==> config.mk <==
export PLATFORM = sky130hd
export DESIGN_NAME = base32_symbol_decoder
export DESIGN_NICKNAME = d
export VERILOG_FILES = /design/src/b32_pkg.sv /design/src/b32_step.sv /design/src/base32_symbol_decoder.sv
export SDC_FILE = /design/constraint.sdc
export NUM_CORES = 1
export LEC_CHECK = 0
export BUFFER_PORTS_ARGS = -buffer_cell sky130_fd_sc_hd__buf_2
export CAP_MARGIN = 20
export CORE_UTILIZATION = 36
export DETAILED_ROUTE_END_ITERATION = 8
export GPL_TIMING_DRIVEN = 0
export HOLD_SLACK_MARGIN = 0.12
export PLACE_DENSITY = 0.64
export RECOVER_POWER = 100
export SKIP_LAST_GASP = 1
export SYNTH_ARGS = -nofsm -noshare
export SYNTH_HDL_FRONTEND = slang
export SYNTH_SLANG_ARGS = --single-unit
==> constraint.sdc <==
create_clock -name clk -period 3.35 [get_ports clk]
set_input_delay 0.8375 -clock clk [delete_from_list [all_inputs] [get_ports clk]]
set_output_delay 0.8375 -clock clk [all_outputs]
set_load 0.01 [all_outputs]
==> src/b32_pkg.sv <==
// Shared types, constants and the alphabet decode for the base32 symbol decoder.
// No dependencies.
package b32_pkg;

  localparam int unsigned SymBits  = 5;
  localparam int unsigned ByteBits = 8;
  localparam int unsigned PendBits = 7;
  localparam int unsigned CntBits  = 3;
  localparam int unsigned AccBits  = PendBits + SymBits;

  // Carried from one character to the next within a string.
  typedef struct packed {
    logic [PendBits-1:0] pend_bits;
    logic [CntBits-1:0]  pend_cnt;
    logic                err;
  } state_t;

  // One result beat.
  typedef struct packed {
    logic [ByteBits-1:0] data_byte;
    logic                byte_valid;
    logic                end_of_string;
    logic                status;
  } result_t;

  typedef struct packed {
    logic               ok;
    logic [SymBits-1:0] value;
  } sym_t;

  // 0-9, A-H, J-N, P, R-Y map to 0..31; anything else is invalid.
  function automatic sym_t symbol_value(input logic [7:0] c);
    sym_t s;
    s.ok    = 1'b1;
    s.value = '0;
    if (c >= 8'h30 && c <= 8'h39) begin
      s.value = SymBits'(c - 8'h30);
    end else if (c >= 8'h41 && c <= 8'h48) begin
      s.value = SymBits'(c - 8'h41 + 8'd10);
    end else if (c >= 8'h4a && c <= 8'h4e) begin
      s.value = SymBits'(c - 8'h4a + 8'd18);
    end else if (c == 8'h50) begin
      s.value = SymBits'(8'd23);
    end else if (c >= 8'h52 && c <= 8'h59) begin
      s.value = SymBits'(c - 8'h52 + 8'd24);
    end else begin
      s.ok = 1'b0;
    end
    return s;
  endfunction

endpackage

==> src/b32_step.sv <==
// Combinational per-character step: decode, accumulate, emit byte, end check.
// Depends on b32_pkg.
module b32_step (
  input  logic [7:0]      symbol,
  input  logic            last,
  input  b32_pkg::state_t st,
  output b32_pkg::state_t st_nxt,
  output b32_pkg::result_t res
);

  b32_pkg::sym_t                 sym;
  logic                          err;
  logic [b32_pkg::AccBits-1:0]   acc;
  logic [b32_pkg::AccBits-1:0]   acc_sh;
  logic [b32_pkg::AccBits-1:0]   acc_mask;
  logic [b32_pkg::CntBits:0]     cnt;
  logic [b32_pkg::CntBits:0]     cnt_left;
  logic                          emit;
  b32_pkg::state_t               upd;

  always_comb begin
    sym      = b32_pkg::symbol_value(symbol);
    err      = st.err | ~sym.ok;
    acc      = {st.pend_bits, sym.value};
    cnt      = {1'b0, st.pend_cnt} + (b32_pkg::CntBits+1)'(b32_pkg::SymBits);
    emit     = cnt >= (b32_pkg::CntBits+1)'(b32_pkg::ByteBits);
    cnt_left = emit ? cnt - (b32_pkg::CntBits+1)'(b32_pkg::ByteBits) : cnt;
    acc_sh   = acc >> cnt_left;
    acc_mask = ~({b32_pkg::AccBits{1'b1}} << cnt_left);

    // Accumulator freezes once an invalid character has been seen.
    upd = st;
    upd.err = err;
    if (!err) begin
      upd.pend_bits = b32_pkg::PendBits'(emit ? (acc & acc_mask) : acc);
      upd.pend_cnt  = cnt_left[b32_pkg::CntBits-1:0];
    end

    res.byte_valid    = ~err & emit;
    res.data_byte     = res.byte_valid ? acc_sh[b32_pkg::ByteBits-1:0] : '0;
    res.end_of_string = last;
    res.status        = last & (upd.err
                        | (upd.pend_cnt >= b32_pkg::CntBits'(b32_pkg::SymBits))
                        | (upd.pend_bits != '0));

    st_nxt = last ? '0 : upd;
  end

endmodule

==> src/base32_symbol_decoder.sv <==
// Top level of the base32 symbol decoder: input register, step logic, result register.
// Depends on b32_pkg and b32_step.
//
// Usage:
//   Input stream: one ASCII character per beat on in_tdata, in_tlast high on
//   the final character of a string. Alphabet 0-9, A-Y without I, O, Q, Z.
//   Output stream: exactly one beat per input beat. out_tdata carries the
//   decoded byte (zero when none), out_tuser[0] flags a byte present,
//   out_tuser[1] is the string status (1 = invalid character or bad
//   padding) and is only set on the out_tlast beat.
//   Path: an accepted character waits in the input register, then moves
//   into the result register once that register is free.
//   Throughput: 1 character per cycle while out_tready is high; the only
//   loop is the accumulator state, updated in the same cycle a character
//   moves into the result register.
//   Stall: when out_tready is low the result register holds its beat, the
//   input register fills, and in_tready then drops until the result drains.
//   Reset: synchronous active-low rst_n clears both valid flags and the
//   accumulator, bit count and sticky error, so decoding starts on a fresh
//   string.
module base32_symbol_decoder (
  input  logic       clk,
  input  logic       rst_n,
  input  logic       in_tvalid,
  output logic       in_tready,
  input  logic [7:0] in_tdata,   // [7:0] symbol
  input  logic       in_tlast,
  output logic       out_tvalid,
  input  logic       out_tready,
  output logic [7:0] out_tdata,  // [7:0] data_byte
  output logic [1:0] out_tuser,  // [0] byte_valid, [1] status
  output logic       out_tlast
);

  // Input stage
  logic            in_vld_r;
  logic [7:0]      sym_r;
  logic            last_r;

  // String state
  b32_pkg::state_t state_r;
  b32_pkg::state_t state_nxt;

  // Result stage
  logic             out_vld_r;
  b32_pkg::result_t res_r;
  b32_pkg::result_t res_nxt;

  logic advance;

  // Move the held character into the result register when it is free.
  assign advance   = in_vld_r & (~out_vld_r | out_tready);
  assign in_tready = ~in_vld_r | advance;

  b32_step u_step (
    .symbol (sym_r),
    .last   (last_r),
    .st     (state_r),
    .st_nxt (state_nxt),
    .res    (res_nxt)
  );

  always_ff @(posedge clk) begin
    if (!rst_n) begin
      in_vld_r  <= 1'b0;
      out_vld_r <= 1'b0;
      state_r   <= '0;
    end else begin
      if (in_tready) begin
        in_vld_r <= in_tvalid;
      end
      if (advance) begin
        out_vld_r <= 1'b1;
        state_r   <= state_nxt;
      end else if (out_tready) begin
        out_vld_r <= 1'b0;
      end
    end
  end

  // Payload, no reset needed
  always_ff @(posedge clk) begin
    if (in_tready && in_tvalid) begin
      sym_r  <= in_tdata;
      last_r <= in_tlast;
    end
    if (advance) begin
      res_r <= res_nxt;
    end
  end

  assign out_tvalid = out_vld_r;
  assign out_tdata  = res_r.data_byte;
  assign out_tuser  = {res_r.status, res_r.byte_valid};
  assign out_tlast  = res_r.end_of_string;

endmodule

# After elaboration in Yosys (flattened, before gate mapping)
# Index checks and enable logic that the tools add are counted.
[word_totals]
ff_bits = 33
output_inout_bits = 13
elab_cells = 70
[classes]
add_sub_neg = 9
order_cmp = 10
n_eq_ne = 1
shifts = 2
muxes = 16
n_bitwise = 14
reduce_logical = 7
[ops]
columns = ["cell", "n"]
rows = [
  ["$mux 5", 5],
  ["$ge 8x7->1 const B", 3],
  ["$le 8x7->1 const B", 3],
  ["$shl 12x4->7 const A", 1],
  ["$shr 12x4->8", 1],
  ["$mux 11", 1],
  ["$add 5x5->5 const B", 2],
  ["$mux 10", 1],
  ["$sub 5x5->5 const B", 2],
  ["$eq 8x7->1 const B", 1],
  ["$ge 8x6->1 const B", 1],
  ["$le 8x6->1 const B", 1],
  ["$and 7x7->7", 1],
  ["$mux 1", 7],
  ["$mux 7", 1],
  ["$not 7->7", 1],
  ["$reduce_bool 7->1", 1],
  ["$add 5x4->5 const B", 1],
  ["$logic_and 1x1->1", 5],
  ["$or 1x1->1", 5],
  ["$sub 5x1->5 const B", 1],
  ["$sub 5x4->5 const B", 1],
  ["$add 3x3->4 const B", 1],
  ["$ge 4x4->1 const B", 1],
  ["6 further kinds", 11],
]

# Logic depth before layout (Yosys ltp)
[logic_depth]
word_depth = 14
depth_mapped = 10
ltp_nobuf = 9

# By module
# A second synthesis with hierarchy kept.
[unflattened]
cells_unflattened = 285
area_unflattened_um2 = 2563.7
[by_module_without_submodules]
columns = ["mod", "instances", "cells_per_inst", "area_per_inst_um2", "seq_area_each_um2"]
rows = [
  ["b32_step", 1, 209, 1423.9, 0.0],
  ["base32_symbol_decoder", 1, 76, 1139.8, 860.8],
]

# Least setup slack after synthesis
# No wires, ideal clock.
[synth_timing]
path_kind = "reg2reg"
from = "register sym_r[1]"
to = "register res_r, in the netlist out_tdata[0], data pin"
setup_time_ps = 255
t_arrival_ps = 2499
t_required_ps = 3095
slack_ps = 597
stages_incl_launch_ff = 9
path_buffers = 0
path_cell_list = "edfxtp_1 -> inv_1 -> ha_1 -> or4b_4 -> o221a_4 -> a21oi_1 -> o22ai_1 -> mux4_2 -> o21ba_1"
[synth_via]
elab_chain_cells = 11
word_cells_on_any_way = 35
cone_classes = "add/sub: 7; order compare: 8; eq/ne: 1; shift: 1; mux: 10; bitwise: 4; reduce/logical: 4"
[synth_lines]
columns = ["element", "line", "rtl"]
rows = [
  ["start, declared", "base32_symbol_decoder.sv:37", "logic [7:0] sym_r;"],
  ["start signal, assigned", "base32_symbol_decoder.sv:84", "sym_r <= in_tdata;"],
  ["branches (longest 11 deep; another with $sub 5x5->5)", "-", ""],
  ["end signal, assigned", "base32_symbol_decoder.sv:88", "res_r <= res_nxt;"],
  ["end, declared", "base32_symbol_decoder.sv:46", "b32_pkg::result_t res_r;"],
]
# Parallel ways; which one is timed is not known.
# A chain may end at the register's enable or synchronous reset.

==> results by group <==
Setup path
  – Critical path required time: approximately 3400 ps
  – CP top delay family: compound AO/OA/AOI/OAI gates
  – CP Capture Type: register
  – Worst setup path start: sym_r[1]$_DFFE_PP_
  – CP arrival: about 3100 ps
  – Crit path cell chain: inv_1, ha_1, or4b_4, o221a_4, nand2_1, o211ai_1, a2111oi_0, o311ai_0, o2bb2ai_1
  – Critical path fanouts, max: 8
  – Reg-to-reg slack, setup: approximately 230 ps
  – Critical path's slowest cell: edfxtp_1
  – Reg-to-reg startpoint: sym_r[1]$_DFFE_PP_
  – CP Launch Type: register
  – Critical path buffer and inverter count: 1
  – Crit path largest cell delay: ~530 ps
  – Crit path kind: register to register

Power and ir drop
  – NetSw: roughly 240 uW
  – VDD IR max: 0.1799 mV
  – Internal power: 643.1 uW
  – Sequential share of power: 51.5%
  – Combinational share of power: ~16%
  – PwrDens: roughly 310 nW/um^2
  – Leakage: between 0.001 and 0.0015 uW
  – Sw Ratio: a little over a quarter
  – Clock power frac: 33.0%

Clock tree
  – Post-CTS sizing: 0
  – Clock net sink count: 33
  – Htree depth: 2
  – Total CTS buffers: 5
  – Root Driver: clkbuf_8
  – CTS tree: built
  – CTS Buffer Depth: 2
  – Clock Latency Late Sink: approximately 280 ps
  – Clock transition at the registers of the reported paths: 70 ps
  – Postcts setup bufs: 0
  – CTS Hold Buffers Added: 0

STA
  – Period minus WS final: a little over 3000 ps
  – Final hold slack: 490.9 ps
  – Worst Skew: between 3 and 4 ps
  – Slew HR: between 50% and 60%
  – Max-slew violations: 0
  – Final WS setup: roughly 230 ps
  – Final worst-path cycle share: just over 90%
  – Total negative setup slack: 0 ps
  – Final setup viols: 0
  – RSZ-0062 raised after global routing: no
  – Final hold violation count: 0
  – Slew @ Worst Pin: between 600 and 700 ps
  – Highest clock rate: around 320 MHz

Yosys
  – Largest area contributor in the synthesized netlist: edfxtp_1
  – Synth top area share: 23.67%
  – Top cells by area, synth: edfxtp_1, dfxtp_1, ha_1, nand2_1, a21oi_1
  – Ys Warns: 0
  – Async S/R FF share, synth: 0%
  – Mapped Nets: 290
  – Number of synthesized flops with an enable pin: 20
  – Flops & latches, synth: 33
  – Mapped Cells: around 260
  – Synth Cell Area: 2537 sq um
  – Sequential fraction of the synthesis area: about a third
  – Synthesized area per cell: roughly 9.6 sq um
  – Yosys cell types: 75
  – Most common flop cell mapped by yosys: edfxtp_1

Global route
  – First-pass GRT wire length: 9.397 mm
  – Grt ovf: 0
  – Largest net degree at the start of global routing: 13
  – Total track usage: about 16%
  – Vias in the first global route: 1,889
  – Initial antenna violation count: 0

Cells and area
  – Layout Nets: approximately 320
  – Leading cell type in the layout, fill and taps excluded: nand2_1
  – Most frequent cells in the layout: nand2_1, edfxtp_1, clkbuf_1
  – Fill count: around 680
  – Area Overhead vs Synth: 12.13%
  – Share of post-route cells with drive strength above 1: ~16%
  – Non-Filler Instances: ~390
  – Final core utilization: a little over two fifths
  – Antenna cells: 0

Detailed routing
  – Via count: 2,134
  – Post-Route WL: 5.648 mm
  – Initial DRC count: approximately 110
  – Avg WL per Cell: around 14 um
  – Drt pass-1 iters: 4
  – Vias per cell: around 5.4
  – Remaining DRCs: 0
  – Final ANT Viol Nets: 0

Die
  – Die W: between 80 and 90 um
  – Die height: between 80 and 90 um
  – Num ports: 26
  – Core area: 6794 sq um
  – Die footprint: 7388 sq um
  – Initial Util: 37.35%
  – # rows: 30

Hold path
  – Hold_sp: state_r[3]$_SDFFE_PN0P_
  – Hold Crit Class: register to register

Place
  – Worst slack, placed: around 240 ps
  – IO Port Bufs: 25
  – Post-Place Cells: roughly 380
  – Final Wtd Congestion: between 0.8 and 0.9
  – DPL Wire Length: 4.256 mm

Status
  – Status: finished, final reports clean

Run
  – Max-cap viol count: 0
[cells in the mapped netlist (4+ instances only)]
library cell / number
nand2_1: 24
ha_1: 14
o211ai_1: 7
inv_1: 13
nand3_1: 4
edfxtp_1: 20
o21ai_0: 6
a31oi_1: 6
a21oi_1: 15
mux2i_1: 6
and2_1: 5
nor2_1: 18
dfxtp_1: 13
o22ai_1: 4
nor2b_1: 10
clkbuf_8: 5
a32oi_1: 6
o31ai_1: 5
[cell type report]
class / instances / area [sq um] / area share, %
Multi-Input combinational cell: 205 / 1520 / 53.43
Sequential cell: 33 / 860.8 / 30.26
Tap cell: 96 / 120.1 / 4.222
Timing Repair Buffer: 25 / 107.6 / 3.782
Buffer: 11 / 100.1 / 3.518
Clock buffer: 6 / 72.57 / 2.551
Inverter: 14 / 52.55 / 1.847
Clock inverter: 2 / 11.26 / 0.3958
[path summary, 6_finish.rpt]
| check | endpoint | cells past startpoint |
|---|---|---|
| worst min-delay path | state_r[3]$_SDFFE_PN0P_ | 2 |
| worst max register to register | out_tuser[1]$_DFFE_PP_ | 9 |
| worst min register to register | state_r[3]$_SDFFE_PN0P_ | 2 |
| worst max-delay path | out_tuser[1]$_DFFE_PP_ | 9 |
[power by group through the flow]
stage	sequential, uW	combinational (uW)	clock [uW]
after global placement	464	137	0
after CTS	456	139	305
final	456	137	293
after global routing	458	151	320
after detailed placement	465	138	0
after floorplan	465	99.3	0
[worst min-delay path, cell delays in order, from the launching register on]
cell and delay, ps:
dfxtp_1 320, nand2_1 50, a21boi_0 70
[through the flow]
step | total power [uW] | cell area [sq um]
after floorplan | 564.4 | 2537
after global placement | 601.6 | 2783
after detailed placement | 603.1 | 2783
after CTS | 899.2 | 2867
after global routing | 928.5 | 2845
final | 886.0 | 2845
[sequential cells by signal, summed over array words and instances, names as in the netlist]
signal and cells:
out_tvalid 1, out_tlast 1, out_tuser 2, state_r 11, last_r 1, out_tdata 8, sym_r 8, in_vld_r 1
[logic make-up (layout without fill, tap and decap cells)]
kind of cell    count (synthesis)  in the layout  share of synthesized area [%]
flops                          33             33                          33.93
buf+inv                        25             58                          6.016
simple gates                   91             91                          20.07
mux                             9              9                          4.142
compound gates                 89             89                          28.26
xor+xnor                        2              2                         0.6905
fa+ha+maj                      14             14                          6.903
[per-layer routing]
layer  global-route usage (%)  wire length, um  up-vias
li1                         -                -     1072
met1                    22.80             2814      997
met2                    24.53             2504       61
met3                    3.272              279        4
met4                    4.394               48        0
met5                        0                0        -
No activity file was read; power rests on OpenSTA's default activity.
